### src/rtl/dtp_pkg.sv
// ----------------------------------------------------------------------------
// dtp_pkg
// Shared types, constants and helpers for the decimal triple parser.
// ----------------------------------------------------------------------------
package dtp_pkg;

	localparam int FRAC_BITS       = 16;
	localparam int MAX_FRAC_DIGITS = 6;

	localparam int INT_W  = 32 - FRAC_BITS;          // holds 2^(31-FRAC_BITS)+1
	localparam int FACC_W = 20;                      // holds 10^MAX_FRAC_DIGITS - 1
	localparam int FCNT_W = 3;
	localparam int NUM_W  = FACC_W + FRAC_BITS;      // dividend of the fraction scaling
	localparam int Q_W    = FRAC_BITS + 1;           // scaled fraction, up to 2^FRAC_BITS
	localparam int MAG_W  = 33;
	localparam int STEP_W = 5;
	localparam int OUT_W  = 104;

	localparam logic [INT_W-1:0]  INT_LIMIT = INT_W'((1 << (31 - FRAC_BITS)) + 1);
	localparam logic [FCNT_W-1:0] FCNT_MAX  = FCNT_W'(MAX_FRAC_DIGITS);

	localparam logic [7:0] CH_ZERO  = 8'h30;
	localparam logic [7:0] CH_NINE  = 8'h39;
	localparam logic [7:0] CH_PLUS  = 8'h2B;
	localparam logic [7:0] CH_MINUS = 8'h2D;
	localparam logic [7:0] CH_POINT = 8'h2E;
	localparam logic [7:0] CH_COMMA = 8'h2C;

	localparam logic [1:0] ST_OK     = 2'd0;
	localparam logic [1:0] ST_SYNTAX = 2'd1;
	localparam logic [1:0] ST_OVF    = 2'd2;

	typedef enum logic [2:0] {
		CLS_DIGIT,
		CLS_PLUS,
		CLS_MINUS,
		CLS_POINT,
		CLS_COMMA,
		CLS_OTHER,
		CLS_END
	} cls_t;

	typedef struct packed {
		cls_t       cls;
		logic [3:0] digit;
	} item_t;

	typedef struct packed {
		logic  valid;
		item_t item;
	} queue_out_t;

	typedef struct packed {
		logic              start;
		logic              neg;
		logic [INT_W-1:0]  int_acc;
		logic [FACC_W-1:0] frac_acc;
		logic [FCNT_W-1:0] frac_cnt;
	} conv_req_t;

	typedef struct packed {
		logic        done;
		logic        ovf;
		logic [31:0] value;
	} conv_rsp_t;

	function automatic logic [FACC_W-1:0] pow10(input logic [FCNT_W-1:0] n);
		logic [FACC_W-1:0] r;
		unique case (n)
			3'd0:    r = FACC_W'(1);
			3'd1:    r = FACC_W'(10);
			3'd2:    r = FACC_W'(100);
			3'd3:    r = FACC_W'(1000);
			3'd4:    r = FACC_W'(10000);
			3'd5:    r = FACC_W'(100000);
			3'd6:    r = FACC_W'(1000000);
			default: r = FACC_W'(1);
		endcase
		return r;
	endfunction

endpackage

### src/rtl/dtp_front.sv
// ----------------------------------------------------------------------------
// dtp_front
// Input side: takes characters, classifies them and queues them for the back.
// ----------------------------------------------------------------------------
module dtp_front (
	input  logic                clk,
	input  logic                arst_n,
	input  logic                s_axis_tvalid,
	output logic                s_axis_tready,
	input  logic [7:0]          s_axis_tdata,   // char_code
	input  logic [0:0]          s_axis_tuser,   // action
	output dtp_pkg::queue_out_t q_out,
	input  logic                q_pop
);

	dtp_pkg::item_t q_mem_q [2];
	logic           wr_ptr_q;
	logic           rd_ptr_q;
	logic [1:0]     cnt_q;
	dtp_pkg::item_t item_in;
	logic           push;
	logic           pop;

	always_comb begin
		item_in.digit = 4'(s_axis_tdata - dtp_pkg::CH_ZERO);
		if (s_axis_tuser[0]) begin
			item_in.cls = dtp_pkg::CLS_END;
		end else if (s_axis_tdata >= dtp_pkg::CH_ZERO && s_axis_tdata <= dtp_pkg::CH_NINE) begin
			item_in.cls = dtp_pkg::CLS_DIGIT;
		end else if (s_axis_tdata == dtp_pkg::CH_PLUS) begin
			item_in.cls = dtp_pkg::CLS_PLUS;
		end else if (s_axis_tdata == dtp_pkg::CH_MINUS) begin
			item_in.cls = dtp_pkg::CLS_MINUS;
		end else if (s_axis_tdata == dtp_pkg::CH_POINT) begin
			item_in.cls = dtp_pkg::CLS_POINT;
		end else if (s_axis_tdata == dtp_pkg::CH_COMMA) begin
			item_in.cls = dtp_pkg::CLS_COMMA;
		end else begin
			item_in.cls = dtp_pkg::CLS_OTHER;
		end
	end

	assign s_axis_tready = (cnt_q != 2'd2);
	assign push          = s_axis_tvalid && s_axis_tready;
	assign pop           = q_pop && (cnt_q != 2'd0);
	assign q_out.valid   = (cnt_q != 2'd0);
	assign q_out.item    = q_mem_q[rd_ptr_q];

	always_ff @(posedge clk) begin
		if (push) begin
			q_mem_q[wr_ptr_q] <= item_in;
		end
	end

	always_ff @(posedge clk or negedge arst_n) begin
		if (!arst_n) begin
			wr_ptr_q <= 1'b0;
			rd_ptr_q <= 1'b0;
			cnt_q    <= 2'd0;
		end else begin
			if (push) begin
				wr_ptr_q <= ~wr_ptr_q;
			end
			if (pop) begin
				rd_ptr_q <= ~rd_ptr_q;
			end
			if (push && !pop) begin
				cnt_q <= cnt_q + 2'd1;
			end else if (pop && !push) begin
				cnt_q <= cnt_q - 2'd1;
			end
		end
	end

endmodule

### src/rtl/dtp_conv.sv
// ----------------------------------------------------------------------------
// dtp_conv
// Component conversion: scales the decimal fraction to fixed point with a
// bit-serial restoring divide, adds the integer part, applies sign and
// saturation.
// ----------------------------------------------------------------------------
module dtp_conv (
	input  logic               clk,
	input  logic               arst_n,
	input  dtp_pkg::conv_req_t req,
	output dtp_pkg::conv_rsp_t rsp
);

	typedef enum logic [2:0] {
		C_IDLE = 3'b001,
		C_DIV  = 3'b010,
		C_FIX  = 3'b100
	} conv_state_t;

	conv_state_t                     state_q;
	logic [dtp_pkg::NUM_W-1:0]       rem_q;
	logic [dtp_pkg::NUM_W-1:0]       div_q;
	logic [dtp_pkg::Q_W-1:0]         quo_q;
	logic [dtp_pkg::STEP_W-1:0]      step_q;
	logic [dtp_pkg::INT_W-1:0]       int_q;
	logic                            neg_q;
	logic                            done_q;
	logic                            ovf_q;
	logic [31:0]                     value_q;
	logic [dtp_pkg::FACC_W-1:0]      scale;
	logic                            ge;
	logic [dtp_pkg::MAG_W-1:0]       mag;

	assign scale = dtp_pkg::pow10(req.frac_cnt);
	assign ge    = (rem_q >= div_q);
	assign mag   = {1'b0, int_q, {dtp_pkg::FRAC_BITS{1'b0}}}
	             + dtp_pkg::MAG_W'(quo_q);

	assign rsp.done  = done_q;
	assign rsp.ovf   = ovf_q;
	assign rsp.value = value_q;

	always_ff @(posedge clk) begin
		unique case (state_q)
			C_IDLE: begin
				if (req.start) begin
					// (frac << FRAC_BITS) + scale/2, divided by scale
					rem_q  <= {req.frac_acc, {dtp_pkg::FRAC_BITS{1'b0}}}
					        + dtp_pkg::NUM_W'(scale >> 1);
					div_q  <= {scale, {dtp_pkg::FRAC_BITS{1'b0}}};
					quo_q  <= '0;
					int_q  <= req.int_acc;
					neg_q  <= req.neg;
				end
			end
			C_DIV: begin
				if (ge) begin
					rem_q <= rem_q - div_q;
				end
				div_q <= div_q >> 1;
				quo_q <= {quo_q[dtp_pkg::Q_W-2:0], ge};
			end
			C_FIX: begin
				if (neg_q) begin
					if (mag > dtp_pkg::MAG_W'(33'h080000000)) begin
						value_q <= 32'h80000000;
						ovf_q   <= 1'b1;
					end else begin
						value_q <= ~mag[31:0] + 32'd1;
						ovf_q   <= 1'b0;
					end
				end else begin
					if (mag > dtp_pkg::MAG_W'(33'h07FFFFFFF)) begin
						value_q <= 32'h7FFFFFFF;
						ovf_q   <= 1'b1;
					end else begin
						value_q <= mag[31:0];
						ovf_q   <= 1'b0;
					end
				end
			end
			default: begin
			end
		endcase
	end

	always_ff @(posedge clk or negedge arst_n) begin
		if (!arst_n) begin
			state_q <= C_IDLE;
			step_q  <= '0;
			done_q  <= 1'b0;
		end else begin
			done_q <= 1'b0;
			unique case (state_q)
				C_IDLE: begin
					if (req.start) begin
						step_q  <= dtp_pkg::STEP_W'(dtp_pkg::Q_W - 1);
						state_q <= C_DIV;
					end
				end
				C_DIV: begin
					if (step_q == '0) begin
						state_q <= C_FIX;
					end else begin
						step_q <= step_q - 1'b1;
					end
				end
				C_FIX: begin
					done_q  <= 1'b1;
					state_q <= C_IDLE;
				end
				default: state_q <= C_IDLE;
			endcase
		end
	end

endmodule

### src/rtl/dtp_back.sv
// ----------------------------------------------------------------------------
// dtp_back
// Parser state: consumes classified characters, runs conversions on commas
// and the end item, and holds the result until it is taken.
// ----------------------------------------------------------------------------
module dtp_back (
	input  logic                            clk,
	input  logic                            arst_n,
	input  dtp_pkg::queue_out_t             q_in,
	output logic                            q_pop,
	output dtp_pkg::conv_req_t              conv_req,
	input  dtp_pkg::conv_rsp_t              conv_rsp,
	output logic                            m_axis_tvalid,
	input  logic                            m_axis_tready,
	output logic [dtp_pkg::OUT_W-1:0]       m_axis_tdata
);

	typedef enum logic [2:0] {
		B_RUN  = 3'b001,
		B_WAIT = 3'b010,
		B_EMIT = 3'b100
	} back_state_t;

	back_state_t                state_q;
	logic [1:0]                 idx_q;
	logic                       neg_q;
	logic                       sign_ok_q;
	logic                       dig_q;
	logic                       frac_mode_q;
	logic [dtp_pkg::INT_W-1:0]  int_q;
	logic [dtp_pkg::FACC_W-1:0] frac_q;
	logic [dtp_pkg::FCNT_W-1:0] fcnt_q;
	logic                       syn_q;
	logic                       ovf_q;
	logic                       is_end_q;
	logic [31:0]                x_q;
	logic [31:0]                y_q;
	logic [31:0]                z_q;
	logic                       out_valid_q;
	logic [dtp_pkg::OUT_W-1:0]  out_data_q;

	dtp_pkg::item_t             item;
	logic [dtp_pkg::INT_W+3:0]  int_next;
	logic [dtp_pkg::FACC_W-1:0] frac_next;
	logic                       conv_go;
	logic                       out_free;
	logic [1:0]                 status;

	assign item     = q_in.item;
	assign q_pop    = (state_q == B_RUN) && q_in.valid;
	assign out_free = !out_valid_q || m_axis_tready;

	assign int_next = ({4'b0, int_q} << 3) + ({4'b0, int_q} << 1)
	                + (dtp_pkg::INT_W+4)'(item.digit);
	assign frac_next = (frac_q << 3) + (frac_q << 1) + dtp_pkg::FACC_W'(item.digit);

	always_comb begin
		conv_go = 1'b0;
		if (q_pop && !syn_q && dig_q) begin
			if (item.cls == dtp_pkg::CLS_COMMA && idx_q != 2'd2) begin
				conv_go = 1'b1;
			end else if (item.cls == dtp_pkg::CLS_END && idx_q == 2'd2) begin
				conv_go = 1'b1;
			end
		end
	end

	assign conv_req.start    = conv_go;
	assign conv_req.neg      = neg_q;
	assign conv_req.int_acc  = int_q;
	assign conv_req.frac_acc = frac_q;
	assign conv_req.frac_cnt = fcnt_q;

	assign status        = syn_q ? dtp_pkg::ST_SYNTAX : (ovf_q ? dtp_pkg::ST_OVF : dtp_pkg::ST_OK);
	assign m_axis_tvalid = out_valid_q;
	assign m_axis_tdata  = out_data_q;

	always_ff @(posedge clk) begin
		if (state_q == B_EMIT && out_free) begin
			if (syn_q) begin
				out_data_q <= {{(dtp_pkg::OUT_W-98){1'b0}}, 96'b0, status};
			end else begin
				out_data_q <= {{(dtp_pkg::OUT_W-98){1'b0}}, z_q, y_q, x_q, status};
			end
		end
		if (state_q == B_WAIT && conv_rsp.done) begin
			if (is_end_q) begin
				z_q <= conv_rsp.value;
			end else if (idx_q == 2'd0) begin
				x_q <= conv_rsp.value;
			end else begin
				y_q <= conv_rsp.value;
			end
		end
	end

	always_ff @(posedge clk or negedge arst_n) begin
		if (!arst_n) begin
			state_q     <= B_RUN;
			idx_q       <= 2'd0;
			neg_q       <= 1'b0;
			sign_ok_q   <= 1'b1;
			dig_q       <= 1'b0;
			frac_mode_q <= 1'b0;
			int_q       <= '0;
			frac_q      <= '0;
			fcnt_q      <= '0;
			syn_q       <= 1'b0;
			ovf_q       <= 1'b0;
			is_end_q    <= 1'b0;
			out_valid_q <= 1'b0;
		end else begin
			if (out_valid_q && m_axis_tready) begin
				out_valid_q <= 1'b0;
			end
			unique case (state_q)
				B_RUN: begin
					if (q_pop) begin
						case (item.cls)
							dtp_pkg::CLS_END: begin
								is_end_q <= 1'b1;
								if (conv_go) begin
									state_q <= B_WAIT;
								end else begin
									syn_q   <= 1'b1;
									state_q <= B_EMIT;
								end
							end
							dtp_pkg::CLS_DIGIT: begin
								if (!syn_q) begin
									sign_ok_q <= 1'b0;
									dig_q     <= 1'b1;
									if (!frac_mode_q) begin
										if (int_next > (dtp_pkg::INT_W+4)'(dtp_pkg::INT_LIMIT)) begin
											int_q <= dtp_pkg::INT_LIMIT;
										end else begin
											int_q <= int_next[dtp_pkg::INT_W-1:0];
										end
									end else if (fcnt_q < dtp_pkg::FCNT_MAX) begin
										frac_q <= frac_next;
										fcnt_q <= fcnt_q + 1'b1;
									end
								end
							end
							dtp_pkg::CLS_PLUS, dtp_pkg::CLS_MINUS: begin
								if (!syn_q) begin
									if (sign_ok_q) begin
										neg_q     <= (item.cls == dtp_pkg::CLS_MINUS);
										sign_ok_q <= 1'b0;
									end else begin
										syn_q <= 1'b1;
									end
								end
							end
							dtp_pkg::CLS_POINT: begin
								if (!syn_q) begin
									if (!frac_mode_q) begin
										frac_mode_q <= 1'b1;
										sign_ok_q   <= 1'b0;
									end else begin
										syn_q <= 1'b1;
									end
								end
							end
							dtp_pkg::CLS_COMMA: begin
								if (!syn_q) begin
									if (idx_q == 2'd2 || !dig_q) begin
										// no digits in the component, or a third comma
										syn_q <= 1'b1;
									end else begin
										is_end_q <= 1'b0;
										state_q  <= B_WAIT;
									end
								end
							end
							default: begin
								syn_q <= 1'b1;
							end
						endcase
					end
				end
				B_WAIT: begin
					if (conv_rsp.done) begin
						ovf_q <= ovf_q | conv_rsp.ovf;
						if (is_end_q) begin
							state_q <= B_EMIT;
						end else begin
							idx_q       <= idx_q + 2'd1;
							neg_q       <= 1'b0;
							sign_ok_q   <= 1'b1;
							dig_q       <= 1'b0;
							frac_mode_q <= 1'b0;
							int_q       <= '0;
							frac_q      <= '0;
							fcnt_q      <= '0;
							state_q     <= B_RUN;
						end
					end
				end
				B_EMIT: begin
					if (out_free) begin
						out_valid_q <= 1'b1;
						idx_q       <= 2'd0;
						neg_q       <= 1'b0;
						sign_ok_q   <= 1'b1;
						dig_q       <= 1'b0;
						frac_mode_q <= 1'b0;
						int_q       <= '0;
						frac_q      <= '0;
						fcnt_q      <= '0;
						syn_q       <= 1'b0;
						ovf_q       <= 1'b0;
						is_end_q    <= 1'b0;
						state_q     <= B_RUN;
					end
				end
				default: state_q <= B_RUN;
			endcase
		end
	end

endmodule

### src/rtl/decimal_triple_parser.sv
// ----------------------------------------------------------------------------
// decimal_triple_parser
// Parses the text "x,y,z" one character per transaction into three signed
// Q15.16 values with a status code.
// ----------------------------------------------------------------------------
// Usage:
//   s_axis carries one character per transaction (tuser = 0) or the end of
//   the text (tuser = 1). m_axis carries one result per end transaction:
//   status, x, y, z packed from the lowest bit up.
//   The parser takes characters from the queue only in its run state, not
//   while a conversion or a result is pending; a two-entry queue in front
//   lets the input keep streaming while the parser is busy. A comma or end
//   item runs one conversion: setup, the bit-serial fraction divider, then
//   sign and saturation; the parser waits for it to finish before it takes
//   the next character.
//   Reset clears the parser to the start of a new text and empties the
//   queue and the output register.
//   If the receiver stalls, the result stays in the output register; the
//   parser keeps taking characters of the next text and stops only when
//   its next result has nowhere to go, after which the queue fills and
//   s_axis_tready drops.
// ----------------------------------------------------------------------------
module decimal_triple_parser (
	input  logic         clk,
	input  logic         arst_n,
	input  logic         s_axis_tvalid,
	output logic         s_axis_tready,
	input  logic [7:0]   s_axis_tdata,   // char_code
	input  logic [0:0]   s_axis_tuser,   // action
	output logic         m_axis_tvalid,
	input  logic         m_axis_tready,
	output logic [103:0] m_axis_tdata    // status, x_value, y_value, z_value, zero pad
);

	dtp_pkg::queue_out_t q_out;
	logic                q_pop;
	dtp_pkg::conv_req_t  conv_req;
	dtp_pkg::conv_rsp_t  conv_rsp;

	dtp_front u_front (
		.clk           (clk),
		.arst_n        (arst_n),
		.s_axis_tvalid (s_axis_tvalid),
		.s_axis_tready (s_axis_tready),
		.s_axis_tdata  (s_axis_tdata),
		.s_axis_tuser  (s_axis_tuser),
		.q_out         (q_out),
		.q_pop         (q_pop)
	);

	dtp_conv u_conv (
		.clk    (clk),
		.arst_n (arst_n),
		.req    (conv_req),
		.rsp    (conv_rsp)
	);

	dtp_back u_back (
		.clk           (clk),
		.arst_n        (arst_n),
		.q_in          (q_out),
		.q_pop         (q_pop),
		.conv_req      (conv_req),
		.conv_rsp      (conv_rsp),
		.m_axis_tvalid (m_axis_tvalid),
		.m_axis_tready (m_axis_tready),
		.m_axis_tdata  (m_axis_tdata)
	);

endmodule

### config.mk
export PLATFORM = sky130hd
export DESIGN_NAME = decimal_triple_parser
export DESIGN_NICKNAME = d
export VERILOG_FILES = /design/src/rtl/dtp_pkg.sv /design/src/rtl/dtp_front.sv /design/src/rtl/dtp_conv.sv /design/src/rtl/dtp_back.sv /design/src/rtl/decimal_triple_parser.sv
export SDC_FILE = /design/constraint.sdc
export NUM_CORES = 1
export LEC_CHECK = 0
export BUFFER_PORTS_ARGS = -buffer_cell sky130_fd_sc_hd__buf_2
export CORE_MARGIN = 2
export CORE_UTILIZATION = 25
export DETAILED_ROUTE_END_ITERATION = 10
export PLACE_DENSITY_LB_ADDON = 0.05
export SYNTH_ARGS = -nofsm -noshare
export SYNTH_HDL_FRONTEND = slang
export SYNTH_SLANG_ARGS = --single-unit
### constraint.sdc
create_clock -name clk -period 10.11 [get_ports clk]
set_clock_uncertainty 0.1 [all_clocks]
set_input_delay 2.022 -clock clk [delete_from_list [all_inputs] [get_ports clk]]
set_output_delay 2.022 -clock clk [all_outputs]
set_load 0.02 [all_outputs]
Yosys cells after proc, flatten, opt, wreduce, memory -nomap -nowiden
Memory sizes are Yosys's and may differ from the RTL's.
Cells that the tools add are included.
- add/subtract/negate cells: 14
- order comparisons: 7
- eq/ne operators: 49
- muxes and demuxes: 120
- bitwise operators: 6
- reductions and logical operators: 50
- operator list (cell ; count):
    2-to-1 mux 20 bit ; 8
    case mux 36 bit (2 select lines) ; 2
    2-to-1 mux 16 bit ; 8
    case mux 20 bit (6 select lines) ; 1
    2-to-1 mux 36 bit ; 3
    2-to-1 mux 32 bit ; 3
    2-to-1 mux 3 bit ; 22
    case mux 20 bit (3 select lines) ; 1
    case mux 16 bit (3 select lines) ; 1
    2-to-1 mux 1 bit ; 44
    adder 20 x 4 -> 20 bit ; 2
    adder 36 x 19 -> 36 bit ; 1
    >= comparator 36 bit ; 1
    subtractor 36 bit ; 1
    case mux 17 bit (2 select lines) ; 1
    adder 32 x 17 -> 33 bit ; 1
    greater-than comparator 33 x 31 -> 1 bit (second input constant) ; 1
    greater-than comparator 33 x 32 -> 1 bit (second input constant) ; 1
    adder 32 x 1 -> 32 bit (second input constant) ; 1
    equality test 8 x 6 -> 1 bit (second input constant) ; 4
    NOT 32 bit ; 1
    != test 2 bit (second input constant) ; 12
    != test 3 bit (second input constant) ; 8
    equality test 3 bit (second input constant) ; 7
    45 further kinds ; 111
- flip-flop bits (word level): 404
- RAM bits: 14
- input bits: 13
- output and inout port bits: 106
- memories kept: 1
- memory list (name ; depth ; width ; rd ports ; clocked after memory_dff ; wr ports ; line ; RTL):
    u_front.q_mem_q ; 2 ; 7 ; 1 ; 0 ; 1 ; dtp_front.sv:16 ; dtp_pkg::item_t q_mem_q [2];

Logic depth before layout (Yosys ltp)
An unclocked memory read counts as a cell.
- word-level depth: 10
- depth in mapped cells: 15

Modules after synthesis
Synthesis repeated with hierarchy kept, for this count alone.
- cell total of the unflattened synthesis: 1862
- area, all modules: 21483.1 µm²
- modules (own cells, without submodules) (module ; times used ; cells each ; area an instance (µm²) ; sequential area each (µm²)):
    dtp_back ; 1 ; 820 ; 11050.6 ; 7129.3
    dtp_conv ; 1 ; 988 ; 9631.7 ; 4400.5
    dtp_front ; 1 ; 54 ; 800.8 ; 520.5

Worst setup path after synthesis
OpenSTA, ideal clock, no wires.
- path kind: input-to-reg
- start: input port m_axis_tready
- end: register u_back.out_data_q (netlist bit u_back.m_axis_tdata[0]) (enable)
- arrival time: 6.224 ns
- data required time: 9.451 ns
- path slack: 3.228 ns
- cell stages on the path: 2
- cell sequence: nor2b_1 nor2_1
- longest elaborated chain between the ends: 2
- ends and longest elaborated chain (item ; line ; RTL):
    from (decl) ; decimal_triple_parser.sv:31 ; input logic m_axis_tready,
    logical OR 1 bit ; dtp_back.sv:51 ; assign out_free = !out_valid_q || m_axis_tready;
    logical AND 1 bit ; dtp_back.sv:79 ; if (state_q == B_EMIT && out_free) begin
    to (signal assigned) ; dtp_back.sv:81 ; out_data_q <= {{(dtp_pkg::OUT_W-98){1'b0}}, 96'b0, status};
    to (signal assigned) ; dtp_back.sv:83 ; out_data_q <= {{(dtp_pkg::OUT_W-98){1'b0}}, z_q, y_q, x_q, status};
    to (decl) ; dtp_back.sv:40 ; logic [dtp_pkg::OUT_W-1:0] out_data_q;
No other way between the ends.
A chain may end at the register's enable or synchronous reset.

Final worst setup path
- start: register u_front.rd_ptr_q
- end: register u_back.int_q[5] (netlist name)
- longest elaborated chain between the ends: 9
- ends and longest elaborated chain (item ; line ; RTL):
    from (decl) ; dtp_front.sv:18 ; logic rd_ptr_q;
    from (signal assigned) ; dtp_front.sv:65 ; rd_ptr_q <= ~rd_ptr_q;
    memory read (2 x 7 bit) * ; -- ;
    adder 20 x 4 -> 20 bit ; dtp_back.sv:54 ; + (dtp_pkg::INT_W+4)'(item.digit);
    greater-than comparator 20 x 16 -> 1 bit ; dtp_back.sv:134 ; if (int_next > (dtp_pkg::INT_W+4)'(dtp_pkg::INT_LIMIT)) begin
    2-to-1 mux 16 bit ; dtp_back.sv:134 ;
    2-to-1 mux 16 bit ; dtp_back.sv:133 ; if (!frac_mode_q) begin
    2-to-1 mux 16 bit ; dtp_back.sv:130 ; if (!syn_q) begin
    2-to-1 mux 16 bit ; dtp_back.sv:119 ; case (item.cls)
    2-to-1 mux 16 bit ; dtp_back.sv:118 ; if (q_pop) begin
    case mux 16 bit (3 select lines) ; dtp_back.sv:116 ; unique case (state_q)
    to (signal assigned) ; dtp_back.sv:135 ; int_q <= dtp_pkg::INT_LIMIT;
    to (signal assigned) ; dtp_back.sv:137 ; int_q <= int_next[dtp_pkg::INT_W-1:0];
    to (decl) ; dtp_back.sv:30 ; logic [dtp_pkg::INT_W-1:0] int_q;
Mark *: on every way between the ends. The rest lies on a longest branch, timed or not. The select of a mux whose other input is x is not followed.

==> metrics.txt <==
type of origin of the critical path register; Total Negative Setup Slacks 0 ps; min-delay worst type register to register; outcome completed; asr flop ratio synth 15.8%; pre-CTS setup slack 5260 ps; Tcrit/Tclk final 47.8%; WL/cell 17.8 µm; Core Footprint 0.0840 mm²; number of vias per cell 4.56; number of diodes 0; Die Area 0.0875 mm²; clk slew on worst S/H paths 60 ps; FF-to-FF End u_back.int_q[5]; share of the synthesized area in the top cell type 49.0%; Syn. warnings 0; unrepaired setup endpoints after global routing false; Rel. slew slack 25.1%; number of global-route vias before repair 14,638; Worst Tran Pin Value 1120 ps; Final #Nets 2,118; Static Leakage 0.00952 µW; root buf cell clkbuf_16; Synth Flop Type edfxtp_1; Distinct cells, synth 88; first-pass GRT wire length 87.8 mm; DRC violations left 0; EDFF count, synth 347; routability cong. 0.740; crit path max fanout 13; fillers 8,643; Synth area leader edfxtp_1; HPWL Detailed 39.7 mm; initial antenna violation count 0; clk_lat worst skew 620 ps; FF-to-FF path depth 13; Area growth syn-to-layout 16.4%; DRT Pass-1 Iters 5; Overflow after GRT 0; Slew Viols, Final 0; post-CTS setup buffers 0; WHS Endpoint u_conv.neg_q; final worst slack 5280 ps; Syn Std Cell Area 0.0213 mm²; die outline width 296 µm; DRT antenna net count 0; MaxCap Viol Count 0; number of port buffers 112; Post-Route WL 56.1 mm; WS Path Type register to register; CTS tree yes; Top Ports 119; maximum VDD drop 0.125 mV; register area share after synthesis 56.6%; top cells by count, synth edfxtp_1, nand2_1, nor2_1; count leader, synth edfxtp_1; clock tree sinks 412; PwrDens 208 mW/mm²; Synth area leaders edfxtp_1, dfrtp_1, ha_1; CP endpoint kind register; GRT Total Usage 12.9%; row cnt 106; cells after synthesis 1,866; syn avg cell area 11.4 µm²; worst r2r src u_front.rd_ptr_q; final setup vio count 0; proportion of layout cells with a drive suffix above 1 12.0%; largest net degree at the start of global routing 76; reg-to-reg slack, setup 5280 ps; Starting Density 25.3%; Synth Register Bits 412; Hold Violations, Final 0; H-tree Lvls 2; Critical Path AT 5270 ps; hold path start u_back.neg_q; Post-CTS Hold Fix Bufs 0; hold path cells 0; post-cts sizing count 0; fmax 0.207 GHz; cts bufs inserted 51; min cycle time layout 4830 ps; initial DRC count 768; vias 14,382; die height 296 µm; clk buf depth 3; Req. time, crit path 10,550 ps
==> how the worst max path moves through the flow <==
stage | startpoint | endpoint | cells past startpoint
2_1_floorplan | m_axis_tready | u_back.m_axis_tdata[0] | 2
3_3_place_gp | u_front.rd_ptr_q | u_back.int_q[4] | 13
3_5_place_dp | u_front.rd_ptr_q | u_back.int_q[5] | 13
4_1_cts | u_front.rd_ptr_q | u_back.int_q[5] | 13
5_1_grt | u_front.rd_ptr_q | u_back.int_q[10] | 12
6_report | u_front.rd_ptr_q | u_back.int_q[5] | 13
==> layout by cell type, fill, tap and decap left out, types with 13 or more instances in the layout <==
cell type,count
a21o_1,46
nand2b_1,20
and2_1,26
or3_1,18
xnor2_1,50
xor2_1,36
edfxtp_1,347
dfrtp_1,61
inv_1,98
o21ai_0,102
nor2_1,119
nand2_1,142
clkinv_1,13
nand4_1,20
buf_2,111
buf_4,16
a21oi_1,120
o21ai_1,16
nor2b_1,109
clkbuf_16,51
a211oi_1,16
nand3_1,47
nor3_1,31
ha_1,118
and3_1,19
==> flip-flops by register name, indices dropped and copies added, names as in the netlist, 17 cells and up <==
register             count
u_back.frac_q           20
u_conv.div_q            36
u_back.y_q              32
u_conv.rem_q            36
u_back.x_q              32
u_conv.value_q          32
u_back.z_q              32
u_back.m_axis_tdata     98
u_conv.quo_q            17
==> cell type report <==
class                      instances  area [µm²]  area share, %
inverter                          99         372           1.50
tap                             1134        1420           5.73
clock inverter                    32         323           1.30
sequential                       412       12100           48.7
timing repair buffer             127         676           2.73
clock buffer                      63        1320           5.34
multi-input combinational       1290        8600           34.7
==> layer usage <==
metal	global-route usage [%]	share of wire, %	vias up
li1	-	-	7107
met1	18.6	50	6955
met2	20.0	44	248
met3	2.06	3.8	72
met4	3.40	2.1	0
met5	0	0	-
==> cells by family after synthesis <==
logic type	share of synthesized area (%)
AO/OA/AOI/OAI	13.4
XOR/XNOR	3.54
adder cells (fa/ha/maj)	7.50
buffers and inverters	3.21
flip-flops	56.6
multiplexers	0.688
other	0.0176
AND/OR/NAND/NOR	15.0
==> power by group <==
group	internal, µW	switching [µW]
combinational	461	722
sequential	2000	164
clock	1060	745
==> stage by stage <==
| step | hold slack (ps) | instance area (µm²) | total power, µW | cells | util [%] |
|---|---|---|---|---|---|
| floorplan | 326 | 21300 | 3020 | 1871 | - |
| global placement | 351 | 23100 | 3410 | 3062 | 27.5 |
| detailed placement | 346 | 23100 | 3390 | 3062 | 27.5 |
| CTS | 359 | 24800 | 5240 | 3157 | 29.5 |
| global route | 370 | 24800 | 5490 | 3157 | 29.5 |
| finish | 358 | 24800 | 5150 | 3157 | 29.5 |
==> critical path, stage by stage, from the launching register on <==
cell,delay (ps)
dfrtp_1,650
mux2_2,420
ha_1,280
ha_1,230
inv_1,70
fa_1,200
nor2b_1,80
o2111a_1,260
or4_1,420
a2111oi_0,470
o211ai_1,160
a2111o_1,380
a211oi_2,740
a32o_2,300
Note: power is estimated with default switching activity, not from simulation.
